### src/rtl/lsr_pkg.sv
// Types and constants shared by the line span rasterizer.
// Request/result payload structs, rasterizer state struct, span kind codes.
// No dependencies.
package lsr_pkg;

   localparam int COORD_BITS  = 10;
   localparam int POS_BITS    = COORD_BITS + 1;
   localparam int ERR_BITS    = COORD_BITS + 2;
   localparam int LEN_BITS    = COORD_BITS + 1;
   localparam int COLOUR_BITS = 16;

   localparam logic KIND_START = 1'b0;
   localparam logic KIND_STEP  = 1'b1;

   localparam logic [1:0] SPAN_HORIZ = 2'd0;
   localparam logic [1:0] SPAN_VERT  = 2'd1;
   localparam logic [1:0] SPAN_PIXEL = 2'd2;

   typedef struct packed {
      logic                   kind;
      logic [COORD_BITS-1:0]  first_x;
      logic [COORD_BITS-1:0]  first_y;
      logic [COORD_BITS-1:0]  end_x;
      logic [COORD_BITS-1:0]  end_y;
      logic [COLOUR_BITS-1:0] colour;
   } lsr_req_type;

   typedef struct packed {
      logic                   span_valid;
      logic [COORD_BITS-1:0]  span_x;
      logic [COORD_BITS-1:0]  span_y;
      logic [LEN_BITS-1:0]    run_length;
      logic [1:0]             span_kind;
      logic [COLOUR_BITS-1:0] span_colour;
      logic                   done_res;
   } lsr_rsp_type;

   typedef struct packed {
      logic                       busy;
      logic [POS_BITS-1:0]        major_pos;
      logic [POS_BITS-1:0]        minor_pos;
      logic [POS_BITS-1:0]        major_end;
      logic [POS_BITS-1:0]        major_delta;
      logic [POS_BITS-1:0]        minor_delta;
      logic signed [ERR_BITS-1:0] error_acc;
      logic                       minor_down;
      logic                       steep_flag;
      logic [POS_BITS-1:0]        run_begin;
      logic [COLOUR_BITS-1:0]     line_colour;
   } lsr_state_type;

endpackage

### src/rtl/line_span_rasterizer_core.sv
// Line span rasterizer top level: handshake, state registers and per-step span logic.
// Depends on lsr_pkg and lsr_setup.
//
// Bresenham rasterizer that emits horizontal/vertical runs instead of single pixels.
// A start transfer (kind 0) loads a line and answers at once; each step transfer
// (kind 1) advances one major-axis position. Every request transfer yields exactly
// one response transfer; the response is registered and is valid in the cycle after
// its request is accepted. One request is taken per clock: the step is a single
// subtract, compare and add on the state registers, and req_ready only drops when the
// response register is full and rsp_ready is low.
module line_span_rasterizer_core (
   input  logic                  clock,
   input  logic                  reset,
   input  logic                  req_valid,
   output logic                  req_ready,
   input  lsr_pkg::lsr_req_type  req_data,
   output logic                  rsp_valid,
   input  logic                  rsp_ready,
   output lsr_pkg::lsr_rsp_type  rsp_data
);
   import lsr_pkg::*;

   lsr_state_type state_ff, state_in;
   lsr_rsp_type   rsp_data_ff, rsp_data_in;
   logic          rsp_valid_ff, rsp_valid_in;

   lsr_rsp_type   setup_rsp;
   lsr_state_type setup_state;

   logic                       req_xfer;
   logic signed [ERR_BITS-1:0] err;
   logic                       err_neg;
   logic [POS_BITS-1:0]        pos;
   logic [POS_BITS-1:0]        run_len;
   logic                       last_pos;
   lsr_rsp_type                step_rsp;
   lsr_rsp_type                run_rsp;
   lsr_state_type              step_state;

   lsr_setup u_setup (
      .req_data    (req_data),
      .setup_rsp   (setup_rsp),
      .setup_state (setup_state)
   );

   assign req_ready = !rsp_valid_ff || rsp_ready;
   assign req_xfer  = req_valid && req_ready;
   assign rsp_valid = rsp_valid_ff;
   assign rsp_data  = rsp_data_ff;

   always_comb begin
      pos      = state_ff.major_pos;
      err      = state_ff.error_acc - $signed({1'b0, state_ff.minor_delta});
      err_neg  = err[ERR_BITS-1];
      run_len  = pos - state_ff.run_begin;
      last_pos = pos >= state_ff.major_end;

      run_rsp             = '0;
      run_rsp.span_valid  = 1'b1;
      run_rsp.run_length  = run_len + LEN_BITS'(1);
      run_rsp.span_colour = state_ff.line_colour;
      if (state_ff.steep_flag) begin
         run_rsp.span_x    = state_ff.minor_pos[COORD_BITS-1:0];
         run_rsp.span_y    = state_ff.run_begin[COORD_BITS-1:0];
         run_rsp.span_kind = SPAN_VERT;
      end else begin
         run_rsp.span_x    = state_ff.run_begin[COORD_BITS-1:0];
         run_rsp.span_y    = state_ff.minor_pos[COORD_BITS-1:0];
         run_rsp.span_kind = SPAN_HORIZ;
      end

      step_state = state_ff;
      step_rsp   = '0;
      if (!state_ff.busy) begin
         step_rsp.done_res = 1'b1;
      end else begin
         step_state.error_acc = err;
         if (err_neg) begin
            if (run_len != '0) begin
               step_rsp = run_rsp;
            end else begin
               step_rsp.span_valid  = 1'b1;
               step_rsp.run_length  = LEN_BITS'(1);
               step_rsp.span_kind   = SPAN_PIXEL;
               step_rsp.span_colour = state_ff.line_colour;
               step_rsp.span_x = state_ff.steep_flag ? state_ff.minor_pos[COORD_BITS-1:0]
                                                     : pos[COORD_BITS-1:0];
               step_rsp.span_y = state_ff.steep_flag ? pos[COORD_BITS-1:0]
                                                     : state_ff.minor_pos[COORD_BITS-1:0];
            end
            step_state.run_begin = pos + POS_BITS'(1);
            step_state.minor_pos = state_ff.minor_down ? state_ff.minor_pos - POS_BITS'(1)
                                                       : state_ff.minor_pos + POS_BITS'(1);
            step_state.error_acc = err + $signed({1'b0, state_ff.major_delta});
         end
         if (last_pos) begin
            step_state.busy = 1'b0;
            if (!err_neg && (run_len != '0)) begin
               step_rsp = run_rsp;
            end
            step_rsp.done_res = 1'b1;
         end else begin
            step_state.major_pos = pos + POS_BITS'(1);
         end
      end

      if (req_data.kind == KIND_START) begin
         state_in    = setup_state;
         rsp_data_in = setup_rsp;
      end else begin
         state_in    = step_state;
         rsp_data_in = step_rsp;
      end

      rsp_valid_in = rsp_valid_ff;
      if (req_xfer) begin
         rsp_valid_in = 1'b1;
      end else if (rsp_ready) begin
         rsp_valid_in = 1'b0;
      end
   end

   always_ff @(posedge clock) begin
      if (reset) begin
         state_ff     <= '0;
         rsp_valid_ff <= 1'b0;
      end else begin
         rsp_valid_ff <= rsp_valid_in;
         if (req_xfer) begin
            state_ff <= state_in;
         end
      end
   end

   always_ff @(posedge clock) begin
      if (req_xfer) begin
         rsp_data_ff <= rsp_data_in;
      end
   end

endmodule

### src/rtl/lsr_setup.sv
// Start decode for the line span rasterizer: degenerate lines and general line setup.
// Produces the start result and the loaded rasterizer state. Depends on lsr_pkg.
module lsr_setup (
   input  lsr_pkg::lsr_req_type   req_data,
   output lsr_pkg::lsr_rsp_type   setup_rsp,
   output lsr_pkg::lsr_state_type setup_state
);
   import lsr_pkg::*;

   logic [COORD_BITS-1:0] x1, y1, x2, y2;
   logic [COORD_BITS-1:0] adx, ady;
   logic [COORD_BITS-1:0] ax, ay, bx, by;
   logic [COORD_BITS-1:0] sax, say, sbx, sby;
   logic                  steep;
   logic [COORD_BITS-1:0] major_delta;
   logic [COORD_BITS-1:0] minor_delta;

   always_comb begin
      x1 = req_data.first_x;
      y1 = req_data.first_y;
      x2 = req_data.end_x;
      y2 = req_data.end_y;
      adx = (x2 > x1) ? x2 - x1 : x1 - x2;
      ady = (y2 > y1) ? y2 - y1 : y1 - y2;
      steep = ady > adx;

      sax = steep ? y1 : x1;
      say = steep ? x1 : y1;
      sbx = steep ? y2 : x2;
      sby = steep ? x2 : y2;
      if (sax > sbx) begin
         ax = sbx; ay = sby; bx = sax; by = say;
      end else begin
         ax = sax; ay = say; bx = sbx; by = sby;
      end
      major_delta = bx - ax;
      minor_delta = (ay > by) ? ay - by : by - ay;

      setup_state.busy        = 1'b1;
      setup_state.major_pos   = {1'b0, ax};
      setup_state.minor_pos   = {1'b0, ay};
      setup_state.major_end   = {1'b0, bx};
      setup_state.major_delta = {1'b0, major_delta};
      setup_state.minor_delta = {1'b0, minor_delta};
      setup_state.error_acc   = {3'b000, major_delta[COORD_BITS-1:1]};
      setup_state.minor_down  = !(ay < by);
      setup_state.steep_flag  = steep;
      setup_state.run_begin   = {1'b0, ax};
      setup_state.line_colour = req_data.colour;

      setup_rsp = '0;
      if (y1 == y2) begin
         setup_state.busy      = 1'b0;
         setup_rsp.span_valid  = 1'b1;
         setup_rsp.span_x      = (x2 < x1) ? x2 : x1;
         setup_rsp.span_y      = y1;
         setup_rsp.run_length  = {1'b0, adx} + LEN_BITS'(1);
         setup_rsp.span_kind   = (x1 == x2) ? SPAN_PIXEL : SPAN_HORIZ;
         setup_rsp.span_colour = req_data.colour;
         setup_rsp.done_res    = 1'b1;
      end else if (x1 == x2) begin
         setup_state.busy      = 1'b0;
         setup_rsp.span_valid  = 1'b1;
         setup_rsp.span_x      = x1;
         setup_rsp.span_y      = (y2 > y1) ? y1 : y2;
         setup_rsp.run_length  = {1'b0, ady} + LEN_BITS'(1);
         setup_rsp.span_kind   = SPAN_VERT;
         setup_rsp.span_colour = req_data.colour;
         setup_rsp.done_res    = 1'b1;
      end
   end

endmodule
### config.mk
export PLATFORM = sky130hd
export DESIGN_NAME = line_span_rasterizer_core
export DESIGN_NICKNAME = d
export VERILOG_FILES = /design/src/rtl/lsr_pkg.sv /design/src/rtl/line_span_rasterizer_core.sv /design/src/rtl/lsr_setup.sv
export SDC_FILE = /design/constraint.sdc
export NUM_CORES = 1
export LEC_CHECK = 0
export BUFFER_PORTS_ARGS = -buffer_cell sky130_fd_sc_hd__buf_4
export CAP_MARGIN = 20
export CORE_AREA = 2 2 170 172
export CTS_BUF_LIST = sky130_fd_sc_hd__clkbuf_4
export DETAILED_ROUTE_END_ITERATION = 6
export DIE_AREA = 0 0 172 174
export GPL_ROUTABILITY_DRIVEN = 1
export PLACE_DENSITY_LB_ADDON = 0.08
export SLEW_MARGIN = 5
export SYNTH_ARGS = -nofsm -noshare
export SYNTH_HDL_FRONTEND = slang
export SYNTH_SLANG_ARGS = --single-unit
### constraint.sdc
create_clock -name clock -period 16.7 [get_ports clock]
set_input_delay 3.34 -clock clock [delete_from_list [all_inputs] [get_ports clock]]
set_output_delay 3.34 -clock clock [all_outputs]
set_load 0.03 [all_outputs]
# [After elaboration in Yosys (flattened, before gate mapping)]
# Cells that the tools add are included.
[word_totals] ff_bits=146 in_bits=61 wordCells=102
[op_classes] add_sub_neg=16 n_lt_le_gt_ge=8 eq_ne=5 mux=41 bitwise=1 reduce_logical=12
[ops] operator="$mux W51" count=6
[ops] operator="$mux W10" count=15
[ops] operator="$mux W97" count=1
[ops] operator="$sub A10 B10 Y10" count=7
[ops] operator="$mux W11" count=5
[ops] operator="$gt A10 B10 Y1" count=5
[ops] operator="$mux W50" count=1
[ops] operator="$mux W49" count=1
[ops] operator="$add A11 B1 Y11 const B" count=3
[ops] operator="$mux W12" count=2
[ops] operator="$mux W23" count=1
[ops] operator="$add A10 B1 Y11 const B" count=2
[ops] operator="$eq A10 B10 Y1" count=2
[ops] operator="$lt A10 B10 Y1" count=2
[ops] operator="$mux W20" count=1
[ops] operator="$add A12 B11 Y12" count=1
[ops] operator="$sub A12 B11 Y12" count=1
[ops] operator="$ge A11 B10 Y1" count=1
[ops] operator="$reduce_bool A11 Y1" count=1
[ops] operator="$sub A11 B1 Y11 const B" count=1
[ops] operator="$sub A11 B11 Y11" count=1
[ops] operator="$mux W1" count=7
[ops] operator="$reduce_and A3 Y1" count=2
[ops] operator="$ne A2 B1 Y1 const B" count=2
[ops] operator="other kinds (8)" count=12

# [Longest topological paths before layout]
[logic_depth] depth_word=9 ltp_mapped=62 mapped_depth_nobuf=54

# [Modules after synthesis]
# A second synthesis with hierarchy kept.
[hier_totals] cells_unflattened=1913 hier_area_um2=14853.0
[modules_own_cells] module="line_span_rasterizer_core" n_inst=1 cells_each=1042 area_each_um2=9037.4
[modules_own_cells] module="lsr_setup" n_inst=1 cells_each=871 area_each_um2=5815.6

# [Worst setup path before layout]
# OpenSTA, ideal clock, no wires.
[synth_path] path_kind="input to register" from="input port req_data[16] (netlist name)" to="register state_ff[50] (netlist name)" setup_ns=0.122 arrival_time_ns=13.975 required_ns=16.578 setup_slack_ns=2.604 path_stages=57 n_path_buf=9 cell_sequence="inv_1 > ha_1 > inv_1 > fa_1 > a21oi_1 > o221ai_1 > o211ai_2 > buf_1 > mux2i_1 > o21ai_0 > a21boi_0 > o21ai_0 > a21oi_1 > o21ai_0 > a21oi_1 > xnor2_1 > ha_1 > nor2b_1 > [... 21 more ...] > nand2_1 > o21ai_0 > mux2i_1 > ha_1 > a21o_1 > a21o_1 > a21o_1 > a21o_1 > a21o_1 > a21o_1 > a21o_1 > a21oi_1 > nor2_1 > mux2_2 > a221oi_1 > nor2b_1 > o21ai_0 > a221o_1"
[synth_via] elab_chain_cells=8
[synth_rtl] item="from (decl)" line_no="line_span_rasterizer_core.sv:16" rtl="input lsr_pkg::lsr_req_type req_data,"
[synth_rtl] item="$sub A10 B10 Y10 / $gt A10 B10 Y1 (equally long branches)" line_no="lsr_setup.sv:24" rtl="ady = (y2 > y1) ? y2 - y1 : y1 - y2;"
[synth_rtl] item="$mux W10" line_no="lsr_setup.sv:24"
[synth_rtl] item="$gt A10 B10 Y1" line_no="lsr_setup.sv:25" rtl="steep = ady > adx;"
[synth_rtl] item="$mux W10, on equally long branches" line_no="lsr_setup.sv:27, lsr_setup.sv:29"
[synth_rtl] item="$gt A10 B10 Y1" line_no="lsr_setup.sv:31" rtl="if (sax > sbx) begin"
[synth_rtl] item="$mux W10" line_no="lsr_setup.sv:31"
[synth_rtl] item="$sub A10 B10 Y10 / $gt A10 B10 Y1 (equally long branches)" line_no="lsr_setup.sv:37" rtl="minor_delta = (ay > by) ? ay - by : by - ay;"
[synth_rtl] item="$mux W10 *" line_no="lsr_setup.sv:37"
[synth_rtl] item="to (signal assigned)" line_no="line_span_rasterizer_core.sv:130" rtl="state_ff <= state_in;"
[synth_rtl] item="to (decl)" line_no="line_span_rasterizer_core.sv:23" rtl="lsr_state_type state_ff, state_in;"
# Mark *: on every way between the ends. The rest lies on a longest branch, timed or not.
# A chain may end at the register's enable or synchronous reset.

# [Worst setup path after layout]
# Same ends and word-level chain as after synthesis.

==> summary.txt <==
Critical path
  • Type of the worst setup path: in -> reg
  • Worst path max stage delay: 630 ps
  • R2R setup slack: 11980 ps
  • WP data arrival: 15770 ps
  • Worst R2R Path Depth: 18
  • Crit-path slowest cell: o211ai_2
  • Critical path capture point type: register
  • RR Startpoint: state_ff[42]
  • Worst setup SP type: input pin
  • WP data required: 17250 ps
  • Most frequent CP cell: o21ai_0
  • CP Max Fanout: 40
  • Reg-to-reg endpoint: rsp_data[28]

Clock network
  • Hold-fix buffers, CTS: 0
  • Clock Latency Late Sink: 610 ps
  • Post-CTS Setup Bufs: 0
  • CTS Sinks: 145
  • TritonCTS buffer count: 17
  • CTS root buf: clkbuf_4
  • Max H-tree Level: 4
  • Clock buffer depth: 2
  • Resized cells post-CTS: 0
  • Worst-path clk slew: 120 ps
  • CTS tree: done

Synthesis
  • YS warnings: 0
  • Post-synth top flop: dfxtp_1
  • Unique cell type count in the Yosys netlist: a little over 80
  • Post-synth top area share: 0.139
  • Average cell area after synthesis: 7.79 um^2
  • Synthesized flop and latch total: 145
  • Gate count after technology mapping: 1743
  • Area contributors post-synth: dfxtp_1 (14%), ha_1 (12%), edfxtp_1 (11%), nand2_1 (7.6%), a21oi_1 (4.9%)
  • Synthesized area: 13600 um^2
  • Largest area contributor in the netlist: dfxtp_1
  • Synth top cells by count: nand2_1 (274), inv_1 (147), a21oi_1 (132), ha_1 (128), o21ai_0 (127)
  • Asr flop ratio synth: 0
  • Number of synthesized flops with an enable pin: 51
  • Count leader, synth: nand2_1
  • Register area share after synthesis: 0.251
  • Syn Nets: 1942

Global route
  • Largest net degree at the start of global routing: 100
  • Total GRT Usage: 0.300
  • Gr ovfl total: 0
  • First-pass GRT wire length: a little under 70000 um
  • Vias in the first global route: approximately 12000
  • Antenna violations before repair: 2

Run
  • Number of max-cap violations: 0

Finish
  • Final core utilization: 0.535
  • Nets: 2011
  • P&R area growth vs syn: 11.2%
  • Filler Cells Inserted: 2800
  • FF/Latch Area: 3410 um^2
  • Cell area after layout: between 15000 and 20000 um^2
  • Share of cells above drive strength 1: 0.119
  • Multi-input combinational cell area: between 9000 and 10000 um^2

STA
  • Setup TNS: 0 ps
  • RSZ-0062 raised after global routing: false
  • Pins over their slew limit: 0
  • Final Hold Vio Count: 0
  • Max-slew headroom: 0.290
  • Setup Viol. Count Final: 0
  • WHS: between 400 and 500 ps
  • Min Tclk post-route: 15230 ps
  • Fmax achieved: between 0.06 and 0.07 GHz
  • Final Skew: 33.5 ps
  • Final cycle utilization of the critical path: 0.912
  • Worst Tran Pin Value: 1060 ps

Placed design
  • Area after DPL: 14700 um^2
  • I/O Buffers: ~110
  • HPWL after detailed placement: roughly 35000 um
  • Final GP Congestion: a little under 1

Floorplanning
  • DIE WIDTH: 172 um
  • Core box area: 28200 um^2
  • Die area: between 20000 and 30000 um^2
  • Row Count: 62
  • # IOs: 114
  • Initial core utilization: 0.481
  • Die height: 174 um

Drt
  • 1st-pass router iterations: 5
  • Post-Route WL: 44900 um
  • Routed WL per cell: roughly 20 um
  • Drt drc: 0
  • Routed vias/inst: 5.84
  • Number of DRC markers in iteration 0: 1275
  • Vias: about 13000
  • Final ANT Viol Nets: 0

Min path
  • Hold path cells: 2
  • Worst hold start: state_ff[70]
  • Worst Hold End: state_ff[70]
  • Tightest Hold Check Type: reg -> reg

Outcome
  • Status: finished clean
==> worst max-delay path by stage <==
stage | slack [ps] | startpoint | endpoint | depth (start not counted)
after floorplan | 2600 | req_data[16] | state_ff[50] | 57
after global placement | 1400 | req_data[16] | state_ff[50] | 54
after detailed placement | 1130 | req_data[16] | state_ff[50] | 54
after CTS | 1750 | req_data[16] | state_ff[50] | 53
after global routing | 590 | req_data[16] | state_ff[50] | 52
final | 1470 | req_data[16] | state_ff[50] | 52
==> layer usage <==
layer  vias up  wire length, um  global-route usage
met5         -                0                   0
met4         0              826              0.0788
met3        53             2980              0.0535
met2       450            20400               0.472
met1      6125            20700               0.424
li1       6282                -                   -
==> per-stage QoR <==
stage / setup WS [ps] / cells
2_1_floorplan: 2600 / 1743
4_1_cts: 1750 / 2207
5_1_grt: 589 / 2211
6_report: 1470 / 2211
3_3_place_gp: 1400 / 2175
3_5_place_dp: 1130 / 2175
==> state kept, by name (all words and copies together) (netlist names) <==
name / cells
rsp_valid: 1
state_ff: 66
pos: 11
run_rsp: 16
rsp_data: 51
==> area by class of cell <==
cell class | count | share of cell area
clock buffers | 19 | 0.00945
multi-input cells | 1370 | 0.616
flip-flops and latches | 145 | 0.226
well taps | 384 | 0.0318
clock inverters | 13 | 0.0132
repair buffers | 131 | 0.0663
inverters | 147 | 0.0365
diodes | 2 | 0.000331
==> cells in the final DEF, fill, tap and decap left out, types with 17 or more instances in the layout <==
cell type / count
nand2_1: 274
inv_1: 146
a21oi_1: 131
buf_4: 129
ha_1: 128
o21ai_0: 127
nor2_1: 124
dfxtp_1: 93
xnor2_1: 63
mux2i_1: 61
edfxtp_1: 51
a211oi_1: 38
nand3_1: 35
o211ai_1: 35
a21o_1: 29
xor2_1: 27
a22oi_1: 27
mux2_2: 23
clkbuf_4: 19
nor2b_1: 18
nand2b_1: 17
==> worst max-delay path: cells and delay by family <==
kind | cells | cell delay [ps]
compound gates | 28 | 6520
xor+xnor | 1 | 180
fa+ha+maj | 6 | 1860
buf+inv | 5 | 860
mux | 4 | 1300
simple gates | 8 | 1660
==> cell families (layout without fill, tap and decap cells) <==
family,count (synthesis),in the layout,synth area share
AO/OA/AOI/OAI,500,500,0.237
XOR/XNOR,93,93,0.0619
adder cells (fa/ha/maj),145,145,0.138
buffers and inverters,228,310,0.0660
flip-flops,145,145,0.251
multiplexers,89,89,0.0699
other,0,2,0
AND/OR/NAND/NOR,543,543,0.175
Power is left out: the tool's default activity adds up to more than one toggle a clock period on the data nets, which glitch-free logic cannot reach.
